**src/bc3_pkg.sv**
```systemverilog
package bc3_pkg;

   localparam int MaxDimension = 16384;
   localparam int DimRegW      = 15;
   localparam int CoordW       = 14;
   localparam int QueueDepth   = 2;

   localparam logic [DimRegW-1:0] DimReset = 15'd16384;

   // register indexes on the csr port
   localparam logic RegImageWidth  = 1'b0;
   localparam logic RegImageHeight = 1'b1;

   // reciprocal multipliers, exact over the numerator ranges used here
   localparam int DivShift = 14;
   localparam logic [12:0] Div7Mul = 13'd2341;
   localparam logic [12:0] Div5Mul = 13'd3277;
   localparam logic [12:0] Div3Mul = 13'd5462;

   typedef enum logic [1:0] {
      AOP_PASS,
      AOP_DIV7,
      AOP_DIV5
   } alpha_op_type;

   typedef enum logic [1:0] {
      COP_PASS,
      COP_DIV3,
      COP_DIV2
   } color_op_type;

   // channel 2 red, 1 green, 0 blue
   typedef logic [2:0][7:0] rgb_type;

   typedef struct packed {
      logic [7:0]  alpha0;
      logic [7:0]  alpha1;
      logic [47:0] alpha_index;
      rgb_type     color0;
      rgb_type     color1;
      logic        color_greater;
      logic [31:0] color_index;
      logic [11:0] block_column;
      logic [11:0] block_row;
      logic [15:0] texel_mask;
   } bc3_entry_type;

   function automatic logic [7:0] expand5(input logic [4:0] v);
      return {v, v[4:2]};
   endfunction

   function automatic logic [7:0] expand6(input logic [5:0] v);
      return {v, v[5:4]};
   endfunction

   function automatic logic [7:0] div7(input logic [10:0] x);
      logic [23:0] prod;
      prod = 24'(x) * 24'(Div7Mul);
      return prod[DivShift +: 8];
   endfunction

   function automatic logic [7:0] div5(input logic [10:0] x);
      logic [23:0] prod;
      prod = 24'(x) * 24'(Div5Mul);
      return prod[DivShift +: 8];
   endfunction

   function automatic logic [7:0] div3(input logic [9:0] x);
      logic [23:0] prod;
      prod = 24'(x) * 24'(Div3Mul);
      return prod[DivShift +: 8];
   endfunction

endpackage

```
**src/bc3_if.sv**
```systemverilog
interface bc3_req_if;
   logic        valid;
   logic        ready;
   logic [63:0] block_low;
   logic [63:0] block_high;
   logic [11:0] block_column;
   logic [11:0] block_row;

   modport source (output valid, block_low, block_high, block_column, block_row,
                   input ready);
   modport sink   (input valid, block_low, block_high, block_column, block_row,
                   output ready);
endinterface

interface bc3_rsp_if;
   logic        valid;
   logic        ready;
   logic [13:0] pixel_x;
   logic [13:0] pixel_y;
   logic [7:0]  red;
   logic [7:0]  green;
   logic [7:0]  blue;
   logic [7:0]  alpha_value;
   logic        last_texel;

   modport source (output valid, pixel_x, pixel_y, red, green, blue, alpha_value,
                   last_texel, input ready);
   modport sink   (input valid, pixel_x, pixel_y, red, green, blue, alpha_value,
                   last_texel, output ready);
endinterface

```
**src/bc3_front.sv**
```systemverilog
module bc3_front #(
   parameter int MAX_DIMENSION = bc3_pkg::MaxDimension
) (
   input  logic                   clock,
   input  logic                   reset,
   bc3_req_if.sink                req,
   input  logic                   csr_write_enable,
   input  logic                   csr_index,
   input  logic [bc3_pkg::DimRegW-1:0] csr_write_data,
   output logic                   push_valid,
   input  logic                   push_ready,
   output bc3_pkg::bc3_entry_type push_entry
);

   localparam int LimW = $clog2(MAX_DIMENSION + 1);
   localparam int DimW = (LimW > bc3_pkg::DimRegW) ? LimW : bc3_pkg::DimRegW;
   localparam logic [DimW-1:0] MaxDim = DimW'(MAX_DIMENSION);

   logic [bc3_pkg::DimRegW-1:0] width_ff, width_in;
   logic [bc3_pkg::DimRegW-1:0] height_ff, height_in;
   logic [DimW-1:0] width_lim, height_lim;
   logic [3:0]      col_ok, row_ok;
   logic [15:0]     mask;
   logic [15:0]     c0, c1;

   always_comb begin
      width_in  = width_ff;
      height_in = height_ff;
      if (csr_write_enable) begin
         unique case (csr_index)
            bc3_pkg::RegImageWidth:  width_in  = csr_write_data;
            bc3_pkg::RegImageHeight: height_in = csr_write_data;
         endcase
      end
   end

   always_ff @(posedge clock) begin
      if (reset) begin
         width_ff  <= bc3_pkg::DimReset;
         height_ff <= bc3_pkg::DimReset;
      end else begin
         width_ff  <= width_in;
         height_ff <= height_in;
      end
   end

   assign width_lim  = (DimW'(width_ff) > MaxDim) ? MaxDim : DimW'(width_ff);
   assign height_lim = (DimW'(height_ff) > MaxDim) ? MaxDim : DimW'(height_ff);

   always_comb begin
      for (int k = 0; k < 4; k++) begin
         col_ok[k] = DimW'({req.block_column, 2'(k)}) < width_lim;
         row_ok[k] = DimW'({req.block_row, 2'(k)}) < height_lim;
      end
      for (int p = 0; p < 16; p++) begin
         mask[p] = col_ok[p % 4] & row_ok[p / 4];
      end
   end

   assign c0 = req.block_high[15:0];
   assign c1 = req.block_high[31:16];

   always_comb begin
      push_entry.alpha0        = req.block_low[7:0];
      push_entry.alpha1        = req.block_low[15:8];
      push_entry.alpha_index   = req.block_low[63:16];
      push_entry.color0        = {bc3_pkg::expand5(c0[15:11]), bc3_pkg::expand6(c0[10:5]),
                                  bc3_pkg::expand5(c0[4:0])};
      push_entry.color1        = {bc3_pkg::expand5(c1[15:11]), bc3_pkg::expand6(c1[10:5]),
                                  bc3_pkg::expand5(c1[4:0])};
      push_entry.color_greater = c0 > c1;
      push_entry.color_index   = req.block_high[63:32];
      push_entry.block_column  = req.block_column;
      push_entry.block_row     = req.block_row;
      push_entry.texel_mask    = mask;
   end

   // wholly clipped blocks are taken and dropped here
   assign req.ready  = push_ready;
   assign push_valid = req.valid && (mask != '0);

endmodule

```
**src/bc3_queue.sv**
```systemverilog
module bc3_queue (
   input  logic                   clock,
   input  logic                   reset,
   input  logic                   push_valid,
   output logic                   push_ready,
   input  bc3_pkg::bc3_entry_type push_entry,
   output logic                   pop_valid,
   input  logic                   pop_ready,
   output bc3_pkg::bc3_entry_type pop_entry
);

   localparam int Depth = bc3_pkg::QueueDepth;
   localparam int PtrW  = (Depth > 1) ? $clog2(Depth) : 1;
   localparam int CntW  = $clog2(Depth + 1);

   bc3_pkg::bc3_entry_type entries_ff [Depth];
   logic [PtrW-1:0] wr_ptr_ff, wr_ptr_in;
   logic [PtrW-1:0] rd_ptr_ff, rd_ptr_in;
   logic [CntW-1:0] count_ff, count_in;
   logic push, pop;

   assign push_ready = count_ff != CntW'(Depth);
   assign pop_valid  = count_ff != '0;
   assign push       = push_valid && push_ready;
   assign pop        = pop_valid && pop_ready;
   assign pop_entry  = entries_ff[rd_ptr_ff];

   always_comb begin
      wr_ptr_in = wr_ptr_ff;
      rd_ptr_in = rd_ptr_ff;
      count_in  = count_ff;
      if (push) begin
         wr_ptr_in = (wr_ptr_ff == PtrW'(Depth - 1)) ? '0 : wr_ptr_ff + 1'b1;
      end
      if (pop) begin
         rd_ptr_in = (rd_ptr_ff == PtrW'(Depth - 1)) ? '0 : rd_ptr_ff + 1'b1;
      end
      if (push && !pop) begin
         count_in = count_ff + 1'b1;
      end else if (pop && !push) begin
         count_in = count_ff - 1'b1;
      end
   end

   always_ff @(posedge clock) begin
      if (reset) begin
         wr_ptr_ff <= '0;
         rd_ptr_ff <= '0;
         count_ff  <= '0;
      end else begin
         wr_ptr_ff <= wr_ptr_in;
         rd_ptr_ff <= rd_ptr_in;
         count_ff  <= count_in;
      end
   end

   always_ff @(posedge clock) begin
      if (push) begin
         entries_ff[wr_ptr_ff] <= push_entry;
      end
   end

endmodule

```
**src/bc3_back.sv**
```systemverilog
module bc3_back (
   input  logic                   clock,
   input  logic                   reset,
   input  logic                   pop_valid,
   output logic                   pop_ready,
   input  bc3_pkg::bc3_entry_type pop_entry,
   bc3_rsp_if.source              rsp
);

   // sequencer
   logic                   cur_valid_ff, cur_valid_in;
   bc3_pkg::bc3_entry_type cur_ff, cur_in;
   logic [15:0]            rem_ff, rem_in;
   logic [15:0]            low_bit, rem_after;
   logic [3:0]             texel;
   logic                   issue, last_issue;

   // stage A: palette numerators
   logic                  a_valid_ff, a_valid_in;
   logic [13:0]           a_px_ff, a_py_ff;
   logic                  a_last_ff;
   logic [10:0]           a_anum_ff, anum;
   bc3_pkg::alpha_op_type a_aop_ff, aop;
   logic [2:0][9:0]       a_cnum_ff, cnum;
   bc3_pkg::color_op_type a_cop_ff, cop;
   logic                  a_free;

   // stage B: output register
   logic            out_valid_ff, out_valid_in;
   logic [13:0]     out_px_ff, out_py_ff;
   bc3_pkg::rgb_type out_rgb_ff, rgb;
   logic [7:0]      out_alpha_ff, alpha;
   logic            out_last_ff;
   logic            load_b;

   logic [2:0]      ai, wa, wb;
   logic [1:0]      ci;
   logic            alpha_greater;

   assign load_b = !out_valid_ff || rsp.ready;
   assign a_free = !a_valid_ff || load_b;

   // next texel: lowest set bit of what remains
   always_comb begin
      low_bit   = rem_ff & (~rem_ff + 16'd1);
      rem_after = rem_ff & ~low_bit;
      texel     = '0;
      for (int q = 0; q < 16; q++) begin
         if (low_bit[q]) begin
            texel = texel | 4'(q);
         end
      end
   end

   assign issue      = cur_valid_ff && a_free;
   assign last_issue = issue && (rem_after == '0);
   assign pop_ready  = !cur_valid_ff || last_issue;

   always_comb begin
      cur_valid_in = cur_valid_ff;
      cur_in       = cur_ff;
      rem_in       = rem_ff;
      priority if (pop_valid && pop_ready) begin
         cur_valid_in = 1'b1;
         cur_in       = pop_entry;
         rem_in       = pop_entry.texel_mask;
      end else if (last_issue) begin
         cur_valid_in = 1'b0;
      end else if (issue) begin
         rem_in = rem_after;
      end
   end

   // alpha palette entry
   always_comb begin
      ai            = cur_ff.alpha_index[3*texel +: 3];
      alpha_greater = cur_ff.alpha0 > cur_ff.alpha1;
      wa            = '0;
      wb            = '0;
      aop           = bc3_pkg::AOP_PASS;
      anum          = '0;
      priority if (ai == 3'd0) begin
         anum = 11'(cur_ff.alpha0);
      end else if (ai == 3'd1) begin
         anum = 11'(cur_ff.alpha1);
      end else if (alpha_greater) begin
         wa   = 3'(4'd8 - {1'b0, ai});
         wb   = ai - 3'd1;
         aop  = bc3_pkg::AOP_DIV7;
         anum = 11'(cur_ff.alpha0) * 11'(wa) + 11'(cur_ff.alpha1) * 11'(wb);
      end else if (ai <= 3'd5) begin
         wa   = 3'(4'd6 - {1'b0, ai});
         wb   = ai - 3'd1;
         aop  = bc3_pkg::AOP_DIV5;
         anum = 11'(cur_ff.alpha0) * 11'(wa) + 11'(cur_ff.alpha1) * 11'(wb);
      end else if (ai == 3'd6) begin
         anum = '0;
      end else begin
         anum = 11'd255;
      end
   end

   // colour palette entry, per channel
   always_comb begin
      ci  = cur_ff.color_index[2*texel +: 2];
      cop = bc3_pkg::COP_PASS;
      for (int ch = 0; ch < 3; ch++) begin
         cnum[ch] = 10'(cur_ff.color0[ch]);
      end
      unique case (ci)
         2'd0: begin
            for (int ch = 0; ch < 3; ch++) cnum[ch] = 10'(cur_ff.color0[ch]);
         end
         2'd1: begin
            for (int ch = 0; ch < 3; ch++) cnum[ch] = 10'(cur_ff.color1[ch]);
         end
         2'd2: begin
            if (cur_ff.color_greater) begin
               cop = bc3_pkg::COP_DIV3;
               for (int ch = 0; ch < 3; ch++) begin
                  cnum[ch] = {1'b0, cur_ff.color0[ch], 1'b0} + 10'(cur_ff.color1[ch]);
               end
            end else begin
               cop = bc3_pkg::COP_DIV2;
               for (int ch = 0; ch < 3; ch++) begin
                  cnum[ch] = 10'(cur_ff.color0[ch]) + 10'(cur_ff.color1[ch]);
               end
            end
         end
         2'd3: begin
            if (cur_ff.color_greater) begin
               cop = bc3_pkg::COP_DIV3;
               for (int ch = 0; ch < 3; ch++) begin
                  cnum[ch] = 10'(cur_ff.color0[ch]) + {1'b0, cur_ff.color1[ch], 1'b0};
               end
            end else begin
               for (int ch = 0; ch < 3; ch++) cnum[ch] = '0;
            end
         end
         default: begin
            for (int ch = 0; ch < 3; ch++) cnum[ch] = '0;
         end
      endcase
   end

   assign a_valid_in   = a_free ? issue : a_valid_ff;
   assign out_valid_in = load_b ? a_valid_ff : out_valid_ff;

   // divide by constants into the output register
   always_comb begin
      unique case (a_aop_ff)
         bc3_pkg::AOP_PASS: alpha = a_anum_ff[7:0];
         bc3_pkg::AOP_DIV7: alpha = bc3_pkg::div7(a_anum_ff);
         bc3_pkg::AOP_DIV5: alpha = bc3_pkg::div5(a_anum_ff);
         default:           alpha = a_anum_ff[7:0];
      endcase
      for (int ch = 0; ch < 3; ch++) begin
         unique case (a_cop_ff)
            bc3_pkg::COP_PASS: rgb[ch] = a_cnum_ff[ch][7:0];
            bc3_pkg::COP_DIV3: rgb[ch] = bc3_pkg::div3(a_cnum_ff[ch]);
            bc3_pkg::COP_DIV2: rgb[ch] = a_cnum_ff[ch][8:1];
            default:           rgb[ch] = a_cnum_ff[ch][7:0];
         endcase
      end
   end

   always_ff @(posedge clock) begin
      if (reset) begin
         cur_valid_ff <= 1'b0;
         a_valid_ff   <= 1'b0;
         out_valid_ff <= 1'b0;
      end else begin
         cur_valid_ff <= cur_valid_in;
         a_valid_ff   <= a_valid_in;
         out_valid_ff <= out_valid_in;
      end
   end

   always_ff @(posedge clock) begin
      cur_ff <= cur_in;
      rem_ff <= rem_in;
      if (issue) begin
         a_px_ff   <= {cur_ff.block_column, texel[1:0]};
         a_py_ff   <= {cur_ff.block_row, texel[3:2]};
         a_last_ff <= rem_after == '0;
         a_anum_ff <= anum;
         a_aop_ff  <= aop;
         a_cnum_ff <= cnum;
         a_cop_ff  <= cop;
      end
      if (load_b && a_valid_ff) begin
         out_px_ff    <= a_px_ff;
         out_py_ff    <= a_py_ff;
         out_rgb_ff   <= rgb;
         out_alpha_ff <= alpha;
         out_last_ff  <= a_last_ff;
      end
   end

   assign rsp.valid       = out_valid_ff;
   assign rsp.pixel_x     = out_px_ff;
   assign rsp.pixel_y     = out_py_ff;
   assign rsp.red         = out_rgb_ff[2];
   assign rsp.green       = out_rgb_ff[1];
   assign rsp.blue        = out_rgb_ff[0];
   assign rsp.alpha_value = out_alpha_ff;
   assign rsp.last_texel  = out_last_ff;

endmodule

```
**src/bc3_texture_block_decoder.sv**
```systemverilog
// channel  direction  transfer carries
// req_bus  in         block_low, block_high, block_column, block_row
// rsp_bus  out        pixel_x, pixel_y, red, green, blue, alpha_value, last_texel
// csr      in         csr_index 0 image_width, 1 image_height; write only
//
// One texel leaves per cycle while rsp_bus is not stalled. The back-end sequencer
// issues each texel of a block inside the image, loading the next block with the
// last; the front drops wholly clipped blocks. A texel passes queue, sequencer,
// palette stage and output register. Two blocks queue between front and back.
// Synchronous active-high reset; sizes come up as 16384, no clearing pass.
// A stalled rsp_bus holds its texel; the front takes blocks until the queue is full.
module bc3_texture_block_decoder #(
   parameter int MAX_DIMENSION = bc3_pkg::MaxDimension
) (
   input  logic                         clock,
   input  logic                         reset,
   bc3_req_if.sink                      req_bus,
   bc3_rsp_if.source                    rsp_bus,
   input  logic                         csr_write_enable,
   input  logic                         csr_index,
   input  logic [bc3_pkg::DimRegW-1:0]  csr_write_data
);

   logic                   push_valid, push_ready;
   bc3_pkg::bc3_entry_type push_entry;
   logic                   pop_valid, pop_ready;
   bc3_pkg::bc3_entry_type pop_entry;

   bc3_front #(
      .MAX_DIMENSION(MAX_DIMENSION)
   ) u_front (
      .clock            (clock),
      .reset            (reset),
      .req              (req_bus),
      .csr_write_enable (csr_write_enable),
      .csr_index        (csr_index),
      .csr_write_data   (csr_write_data),
      .push_valid       (push_valid),
      .push_ready       (push_ready),
      .push_entry       (push_entry)
   );

   bc3_queue u_queue (
      .clock      (clock),
      .reset      (reset),
      .push_valid (push_valid),
      .push_ready (push_ready),
      .push_entry (push_entry),
      .pop_valid  (pop_valid),
      .pop_ready  (pop_ready),
      .pop_entry  (pop_entry)
   );

   bc3_back u_back (
      .clock     (clock),
      .reset     (reset),
      .pop_valid (pop_valid),
      .pop_ready (pop_ready),
      .pop_entry (pop_entry),
      .rsp       (rsp_bus)
   );

endmodule

```
**src/flat_wrapper.sv**
```systemverilog
// flat-port wrapper written by rule: the top's interface ports become plain ports
module bc3_texture_block_decoder_flat 
#(
   parameter int MAX_DIMENSION = bc3_pkg::MaxDimension
)
  (clock, reset, csr_write_enable, csr_index, csr_write_data, req_bus_valid, req_bus_block_low, req_bus_block_high, req_bus_block_column, req_bus_block_row, req_bus_ready, rsp_bus_valid, rsp_bus_pixel_x, rsp_bus_pixel_y, rsp_bus_red, rsp_bus_green, rsp_bus_blue, rsp_bus_alpha_value, rsp_bus_last_texel, rsp_bus_ready);
  bc3_req_if req_bus_i ();
  bc3_rsp_if rsp_bus_i ();
  input  logic clock;
  input  logic reset;
  input  logic csr_write_enable;
  input  logic csr_index;
  input  logic [bc3_pkg::DimRegW-1:0] csr_write_data;
  input wire logic [$bits(req_bus_i.valid)-1:0] req_bus_valid;
  input wire logic [$bits(req_bus_i.block_low)-1:0] req_bus_block_low;
  input wire logic [$bits(req_bus_i.block_high)-1:0] req_bus_block_high;
  input wire logic [$bits(req_bus_i.block_column)-1:0] req_bus_block_column;
  input wire logic [$bits(req_bus_i.block_row)-1:0] req_bus_block_row;
  output wire logic [$bits(req_bus_i.ready)-1:0] req_bus_ready;
  output wire logic [$bits(rsp_bus_i.valid)-1:0] rsp_bus_valid;
  output wire logic [$bits(rsp_bus_i.pixel_x)-1:0] rsp_bus_pixel_x;
  output wire logic [$bits(rsp_bus_i.pixel_y)-1:0] rsp_bus_pixel_y;
  output wire logic [$bits(rsp_bus_i.red)-1:0] rsp_bus_red;
  output wire logic [$bits(rsp_bus_i.green)-1:0] rsp_bus_green;
  output wire logic [$bits(rsp_bus_i.blue)-1:0] rsp_bus_blue;
  output wire logic [$bits(rsp_bus_i.alpha_value)-1:0] rsp_bus_alpha_value;
  output wire logic [$bits(rsp_bus_i.last_texel)-1:0] rsp_bus_last_texel;
  input wire logic [$bits(rsp_bus_i.ready)-1:0] rsp_bus_ready;
  assign req_bus_i.valid = req_bus_valid;
  assign req_bus_i.block_low = req_bus_block_low;
  assign req_bus_i.block_high = req_bus_block_high;
  assign req_bus_i.block_column = req_bus_block_column;
  assign req_bus_i.block_row = req_bus_block_row;
  assign req_bus_ready = req_bus_i.ready;
  assign rsp_bus_valid = rsp_bus_i.valid;
  assign rsp_bus_pixel_x = rsp_bus_i.pixel_x;
  assign rsp_bus_pixel_y = rsp_bus_i.pixel_y;
  assign rsp_bus_red = rsp_bus_i.red;
  assign rsp_bus_green = rsp_bus_i.green;
  assign rsp_bus_blue = rsp_bus_i.blue;
  assign rsp_bus_alpha_value = rsp_bus_i.alpha_value;
  assign rsp_bus_last_texel = rsp_bus_i.last_texel;
  assign rsp_bus_i.ready = rsp_bus_ready;
  bc3_texture_block_decoder #(.MAX_DIMENSION(MAX_DIMENSION)) u_core (.clock(clock), .reset(reset), .req_bus(req_bus_i), .rsp_bus(rsp_bus_i), .csr_write_enable(csr_write_enable), .csr_index(csr_index), .csr_write_data(csr_write_data));
endmodule
```
**config.mk**
```make
export PLATFORM = sky130hd
export DESIGN_NAME = bc3_texture_block_decoder_flat
export DESIGN_NICKNAME = d
export VERILOG_FILES = /design/src/bc3_pkg.sv /design/src/bc3_if.sv /design/src/bc3_front.sv /design/src/bc3_queue.sv /design/src/bc3_back.sv /design/src/bc3_texture_block_decoder.sv /design/src/flat_wrapper.sv
export SDC_FILE = /design/constraint.sdc
export NUM_CORES = 2
export LEC_CHECK = 0
export BUFFER_PORTS_ARGS = -buffer_cell sky130_fd_sc_hd__buf_2
export CAP_MARGIN = 20
export CORE_ASPECT_RATIO = 1.25
export CORE_MARGIN = 2
export CORE_UTILIZATION = 59
export CTS_BUF_LIST = sky130_fd_sc_hd__clkbuf_8
export CTS_CLUSTER_SIZE = 16
export DETAILED_ROUTE_END_ITERATION = 7
export PLACE_DENSITY = 0.8
export RECOVER_POWER = 25
export SLEW_MARGIN = 0
export SYNTH_ARGS = -nofsm -noshare
export SYNTH_HDL_FRONTEND = slang
export SYNTH_SLANG_ARGS = --single-unit
```
**constraint.sdc**
```tcl
create_clock -name clock -period 21.2 [get_ports clock]
set_clock_uncertainty 0.05 [all_clocks]
set_input_delay 1.06 -clock clock [delete_from_list [all_inputs] [get_ports clock]]
set_output_delay 1.06 -clock clock [all_outputs]
set_load 0.005 [all_outputs]
```
==> Yosys cells after proc, flatten, opt, wreduce, memory -nomap -nowiden <==
Memories as Yosys holds them, arrays and structs flattened. A register that Yosys moved wholly into a read port is not among the register bits.
Cells that the tools add are included.
{ "op_classes": {"add_sub_neg": 19, "n_mul": 9, "magnitude_cmp": 13, "n_eq_ne": 11, "shifts": 2, "n_mux": 47, "bitwise": 21, "reduce_logical": 29} }
{ "op_table": {"columns": ["operator", "n"], "rows": [
  ["$lt 14x15->1", 8],
  ["$pmux 30 s4", 1],
  ["$pmux 8 s2", 4],
  ["$mul 10x12->21 const B", 3],
  ["$mux 30", 2],
  ["$mux 16", 3],
  ["$shiftx 48x7->3", 1],
  ["$mul 11x12->22 const B", 2],
  ["$mul 8x3->11", 3],
  ["$and 16x16->16", 2],
  ["$mux 4", 8],
  ["$not 16->16", 2],
  ["$shiftx 32x6->2", 1],
  ["$add 8x9->10", 3],
  ["$add 9x8->10", 3],
  ["$gt 15x15->1 const B", 2],
  ["$mux 15", 2],
  ["$add 8x8->9", 3],
  ["$mux 8", 3],
  ["$add 11x11->11", 2],
  ["$mux 11", 2],
  ["$add 16x1->16 const B", 1],
  ["$and 1x1->1", 16],
  ["$gt 16x16->1", 1],
  ["31 further kinds", 73]
]} }
{ "word_totals": {"register_bits": 357, "ramBits": 370, "input_bits": 173, "output_inout_bits": 63, "elab_cells": 192, "memories": 1} }
{ "mem_list": {"columns": ["memory", "depth", "word_bits", "read_ports", "rd_ports_with_merged_regs", "wr", "line_no", "text"], "rows": [
  ["u_core.u_queue.entries_ff", 2, 185, 1, 1, 1, "bc3_queue.sv:16", "bc3_pkg::bc3_entry_type entries_ff [Depth];"]
]} }

==> Longest topological paths before layout <==
{ "logic_depth": {"word_depth": 27, "depth_mapped": 32, "ltp_nobuf": 30} }

==> Hierarchy <==
From an unflattened synthesis, not the netlist that was laid out.
{ "unflattened": {"cells_unflattened": 3398, "area_unflattened_um2": 44524.0} }
{ "modules_own_cells": {"columns": ["module", "n_inst", "cells_each", "area_per_inst_um2", "seq_area_each_um2"], "rows": [
  ["bc3_back", 1, 2298, 26568.0, 9669.3],
  ["bc3_queue", 1, 600, 14197.4, 11210.8],
  ["bc3_front", 1, 500, 3758.6, 600.6]
]} }

==> Least setup slack after synthesis <==
OpenSTA, ideal clock, no wires.
{ "synth_timing": {"path_kind": "in2reg", "from": "in req_bus_block_column[6]", "to": "mem u_core.u_queue.entries_ff[0][0] in the netlist's numbering (enable)", "setup_ps": 1112, "t_arrival_ps": 18297, "required_time_ps": 20038, "setup_slack_ps": 1740, "path_stages": 9, "path_buffers": 0, "cell_sequence": "ha_1 -> a21o_1 -> a21o_1 -> a21o_1 -> a21o_1 -> a21o_1 -> a21oi_1 -> nor2_1 -> nor4_1"} }
{ "synth_via": {"elab_chain_cells": 7, "elab_cells_between_ends": 25, "cone_classes": "order compare: 4; mux: 2; bitwise: 16; reduce/logical: 3"} }
{ "synth_rtl": {"columns": ["item", "line_no", "text"], "rows": [
  ["start, declared", "flat_wrapper.sv:17", "input wire logic [$bits(req_bus_i.block_column)-1:0] req_bus_block_column;"],
  ["$lt 14x15->1", "bc3_front.sv:52", "col_ok[k] = DimW'({req.block_column, 2'(k)}) < width_lim;"],
  ["$and 1x1->1", "bc3_front.sv:56", "mask[p] = col_ok[p % 4] & row_ok[p / 4];"],
  ["$reduce_bool 16->1 (*)", "bc3_front.sv:80", "assign push_valid = req.valid && (mask != '0);"],
  ["$logic_and 1x1->1 (*)", "bc3_front.sv:80", null],
  ["$logic_and 1x1->1 (*)", "bc3_queue.sv:24", "assign push = push_valid && push_ready;"],
  ["$mux 1 (*)", "bc3_queue.sv:58", "if (push) begin"],
  ["$mux 1 (not written as such) (*)", "bc3_queue.sv:59", "entries_ff[wr_ptr_ff] <= push_entry;"],
  ["end, declared", "bc3_queue.sv:16", null]
]} }
Mark *: on every way between the ends. The rest lies on a longest branch, timed or not.

==> Final worst setup path <==
{ "layout_timing": {"from": "reg u_core.u_back.rem_ff[2]", "to": "reg u_core.u_back.a_anum_ff[10] (data pin)"} }
{ "layout_via": {"elab_chain_cells": 24, "elab_cells_between_ends": 33, "cone_classes": "add/sub: 6; mul: 4; order compare: 1; eq/ne: 1; shift: 1; mux: 16; bitwise: 2; reduce/logical: 2"} }
{ "layout_rtl": {"columns": ["item", "line_no", "text"], "rows": [
  ["start, declared", "bc3_back.sv:13", "logic [15:0] rem_ff, rem_in;"],
  ["start signal, assigned", "bc3_back.sv:181", "rem_ff <= rem_in;"],
  ["$not 16->16", "bc3_back.sv:45", "low_bit = rem_ff & (~rem_ff + 16'd1);"],
  ["$add 16x1->16", "bc3_back.sv:45", null],
  ["$and 16x16->16 (*)", "bc3_back.sv:45", null],
  ["$mux 2 (2 in series)", "bc3_back.sv:49", "if (low_bit[q]) begin"],
  ["$mux 3 (4 in series)", "bc3_back.sv:49", null],
  ["$mux 4 (7 in series)", "bc3_back.sv:49", null],
  ["$mux 4 (*)", "bc3_back.sv:49", null],
  ["$mul 2x4->6 (*)", "bc3_back.sv:76", "ai = cur_ff.alpha_index[3*texel +: 3];"],
  ["$shiftx 48x7->3 (*)", "bc3_back.sv:76", null],
  ["$sub 3x3->3 or $sub 3x1->3 (tied branches)", "bc3_back.sv:92, bc3_back.sv:88, bc3_back.sv:93", null],
  ["$mul 8x3->11 (on tied branches)", "bc3_back.sv:95, bc3_back.sv:90", null],
  ["$add 11x11->11", "bc3_back.sv:95", "anum = 11'(cur_ff.alpha0) * 11'(wa) + 11'(cur_ff.alpha1) * 11'(wb);"],
  ["$mux 11", "bc3_back.sv:91", "end else if (ai <= 3'd5) begin"],
  ["$mux 11", "bc3_back.sv:86", "end else if (alpha_greater) begin"],
  ["end signal, assigned", "bc3_back.sv:186", "a_anum_ff <= anum;"],
  ["end, declared", "bc3_back.sv:22", "logic [10:0] a_anum_ff, anum;"]
]} }
Marked as above.
A chain may end at the register's enable or synchronous reset.

==> results_dict.tcl <==
set metrics [dict create \
    synth-seq-cells 680 \
    synth_area_leaders "edfxtp_1, ha_1, fa_1" \
    critPathMostFrequentCell "a21oi_1" \
    syn_inst 3184 \
    rsz0062_at_grt "no" \
    r2r_start "u_core.u_back.rem_ff[2]" \
    synth-compound-area-share 0.0905 \
    antenna_found_initial 19 \
    postCtsSetupRepairBufs 0 \
    grt_pass1_wl_mm 134 \
    num_rows 107 \
    yosysWarnings 0 \
    synth_edf_count 642 \
    initial_core_util 0.596 \
    ys_types 81 \
    crit_path_start_kind "flip-flop" \
    crit_arrival_ns 8.83 \
    io_pins 236 \
    nFillCells 4977 \
    clk_path_buf_depth 3 \
    area_growth_pct 10.0 \
    cts-htree-levels 3 \
    drt-wirelength-per-cell_um 19.1 \
    synthMuxAreaShare 0.0596 \
    r2r_cells 27 \
    netlist.area_leader.share 0.475 \
    vias 25200 \
    post_cts_resized 0 \
    fin_cells 4409 \
    grt_pass1_vias 25900 \
    die_x_um 239 \
    slew_violations 0 \
    post-route-util 0.656 \
    detail-route-antenna-nets 0 \
    status "finished clean" \
    port_buffers 235 \
    synthArstFlopShare 0 \
    path_class "reg -> reg" \
    cts.sinks 680 \
    crit_fanout 24 \
    clkTransAtPathRegs_ns 0.07 \
    avgSynthCellArea_um2 12.8 \
    synth_top_family_by_area "adder cells" \
    worstSkewPairLatency_ns 0.74 \
    die_area_um2 71000 \
    dp_cells 4219 \
    first_pass_iters 6 \
    reg2reg_slack_ns 12.87 \
    reg2reg_to "u_core.u_back.a_anum_ff[10]" \
    synth_fa_ha_area_frac 0.223 \
    nets 4241 \
    synth-simple-area-share 0.0629 \
    hold_buffers 0 \
    synth_xor_area_frac 0.0280 \
    grt.overflow.total 0 \
    gp_congestion 0.877 \
    hold_depth 0 \
    grt_start_max_net_pins 170 \
    setup_tns_ns 0 \
    wirelength_mm 84.1 \
    drt-initial-drc-count 1662 \
    yosysTopAreaCell "edfxtp_1" \
    crit_start "u_core.u_back.rem_ff[2]" \
    endpoint_kind "flip-flop" \
    cts_inserted_buffers 102 \
    core_um2 68100 \
    crit_end "u_core.u_back.a_anum_ff[10]" \
    finalHoldViolCount 0 \
    die_h_um 297 \
    hold_path.class "reg -> reg" \
    slowest_stage "ha_1" \
    critPathMaxStageDelay_ns 0.83 \
    ys_seq_area_frac 0.493 \
    via_per_inst 5.72 \
    drc 0 \
    hpwl_mm 62.2 \
    cts_tree "built" \
    post-route-period-util 0.393 \
    period_needed_ns 8.33 \
    root_buffer "clkbuf_8" \
    fmax_mhz 120 \
    tightest_slew_ns 1.10 \
    netlist_area_um2 40600 \
    required_ns 21.70 \
    synth_ff_type "edfxtp_1" \
    drive_gt1_frac 0.139 \
    maxCapViolations 0 \
    grt_usage 0.239 \
    max_slew_margin 0.265 \
    setup_violations 0 \
]
==> final cells by class <==
class	count	area, um2	share of cell area
sequential	680	20000	0.448
multi-input combinational	2055	18900	0.423
clock buffer	103	1420	0.0317
inverter	358	1340	0.0301
timing repair buffer	256	1230	0.0276
tap	872	1090	0.0244
clock inverter	78	671	0.0150
antenna	7	17.5	0.000392
==> cell usage after synthesis, types with 5 or more instances <==
cell type	number
a21o_1	56
dfxtp_1	38
nor3_1	14
mux2i_1	54
nor2b_1	34
a31oi_1	11
o211ai_2	6
edfxtp_1	642
o22ai_1	14
nor2_1	113
or2_2	5
o21ai_0	59
o21bai_1	26
buf_1	5
o221ai_1	12
o211ai_1	58
a22oi_1	29
xnor2_1	94
nand3b_1	6
nand2b_1	38
a221oi_1	23
and3_1	6
clkbuf_1	67
ha_1	439
xor2_1	36
nor4_1	11
buf_2	14
a21oi_1	166
fa_1	176
nand3_1	40
inv_1	353
nand4_1	35
and2_1	16
o21a_1	25
nand2_1	204
mux2_2	165
a211oi_1	5
==> per-layer routing <==
metal	up-vias	track usage	wire, um
li1	12100	-	-
met1	12300	0.293	33700
met2	631	0.420	43100
met3	165	0.0494	4810
met4	22	0.0821	2390
met5	-	0	136
==> cells in the final DEF (no fill, tap or decap), drive strengths merged, types with 35 or more instances in the layout <==
cell type / count
nand3: 40
o21ai: 62
xnor2: 94
clkbuf: 203
mux2: 165
nand2b: 38
ha: 439
nand2: 204
buf: 156
a21oi: 166
inv: 388
a21o: 56
mux2i: 54
nor2: 115
dfxtp: 38
nand4: 35
fa: 176
clkinv: 36
edfxtp: 642
o211ai: 64
xor2: 36
==> sequential cells by signal (all words and copies together), names as in the netlist, 2 cells and up, named ones only <==
signal,cells
u_core.u_back.rsp.pixel_x,14
u_core.u_back.a_anum_ff,11
u_core.u_queue.count_ff,2
u_core.u_back.rsp.red,8
u_core.u_back.rsp.pixel_y,14
u_core.u_back.rem_ff,16
u_core.u_back.cur_ff,153
u_core.u_queue.entries_ff,338
u_core.u_back.rsp.green,8
u_core.u_back.a_cop_ff,2
u_core.u_back.a_aop_ff,2
u_core.u_back.rsp.blue,8
u_core.u_back.rsp.alpha_value,8
u_core.u_back.a_px_ff,14
u_core.u_front.width_ff,15
u_core.u_back.a_py_ff,14
u_core.u_back.a_cnum_ff,30
u_core.u_front.height_ff,15
==> worst min path at each step <==
stage	startpoint	end	slack [ns]
global route	u_core.u_back.cur_ff[28]	u_core.u_back.a_px_ff[2]	0.37
finish	u_core.u_back.a_px_ff[9]	u_core.u_back.rsp.pixel_x[9]	0.35
floorplan	u_core.u_back.cur_ff[36]	u_core.u_back.a_px_ff[10]	0.35
CTS	u_core.u_back.a_px_ff[9]	u_core.u_back.rsp.pixel_x[9]	0.36
global placement	u_core.u_back.a_py_ff[11]	u_core.u_back.rsp.pixel_y[11]	0.35
detailed placement	u_core.u_back.cur_ff[28]	u_core.u_back.a_px_ff[2]	0.35
==> critical path, delay by kind of cell, from the launching register on <==
family	cells	cell delay (ns)
simple gates	6	1.54
compound gates	12	2.69
xor+xnor	2	0.37
flops	1	0.51
fa+ha+maj	5	2.59
buf+inv	2	0.41
==> cells by family (layout without fill, tap and decap cells) <==
kind of cell | after synthesis | count (layout)
and+or+nand+nor | 540 | 540
xor gates and xnor gates | 130 | 130
AOI/OAI and AO/OA | 545 | 545
buffers and inverters | 450 | 795
adders and majority gates | 618 | 618
DFF | 680 | 680
muxes | 220 | 220
other | 1 | 9
==> per-stage QoR <==
step | area, um2 | worst slack [ns] | hold WS [ns]
after floorplan | 40600 | 1.74 | 0.350
after global placement | 42700 | 13.15 | 0.351
after detailed placement | 42700 | 12.96 | 0.355
after CTS | 44800 | 12.92 | 0.360
after global routing | 44700 | 12.15 | 0.373
final | 44700 | 12.87 | 0.350
Power is left out: the tool's default activity adds up to more than one toggle a clock period on the data nets, which glitch-free logic cannot reach.
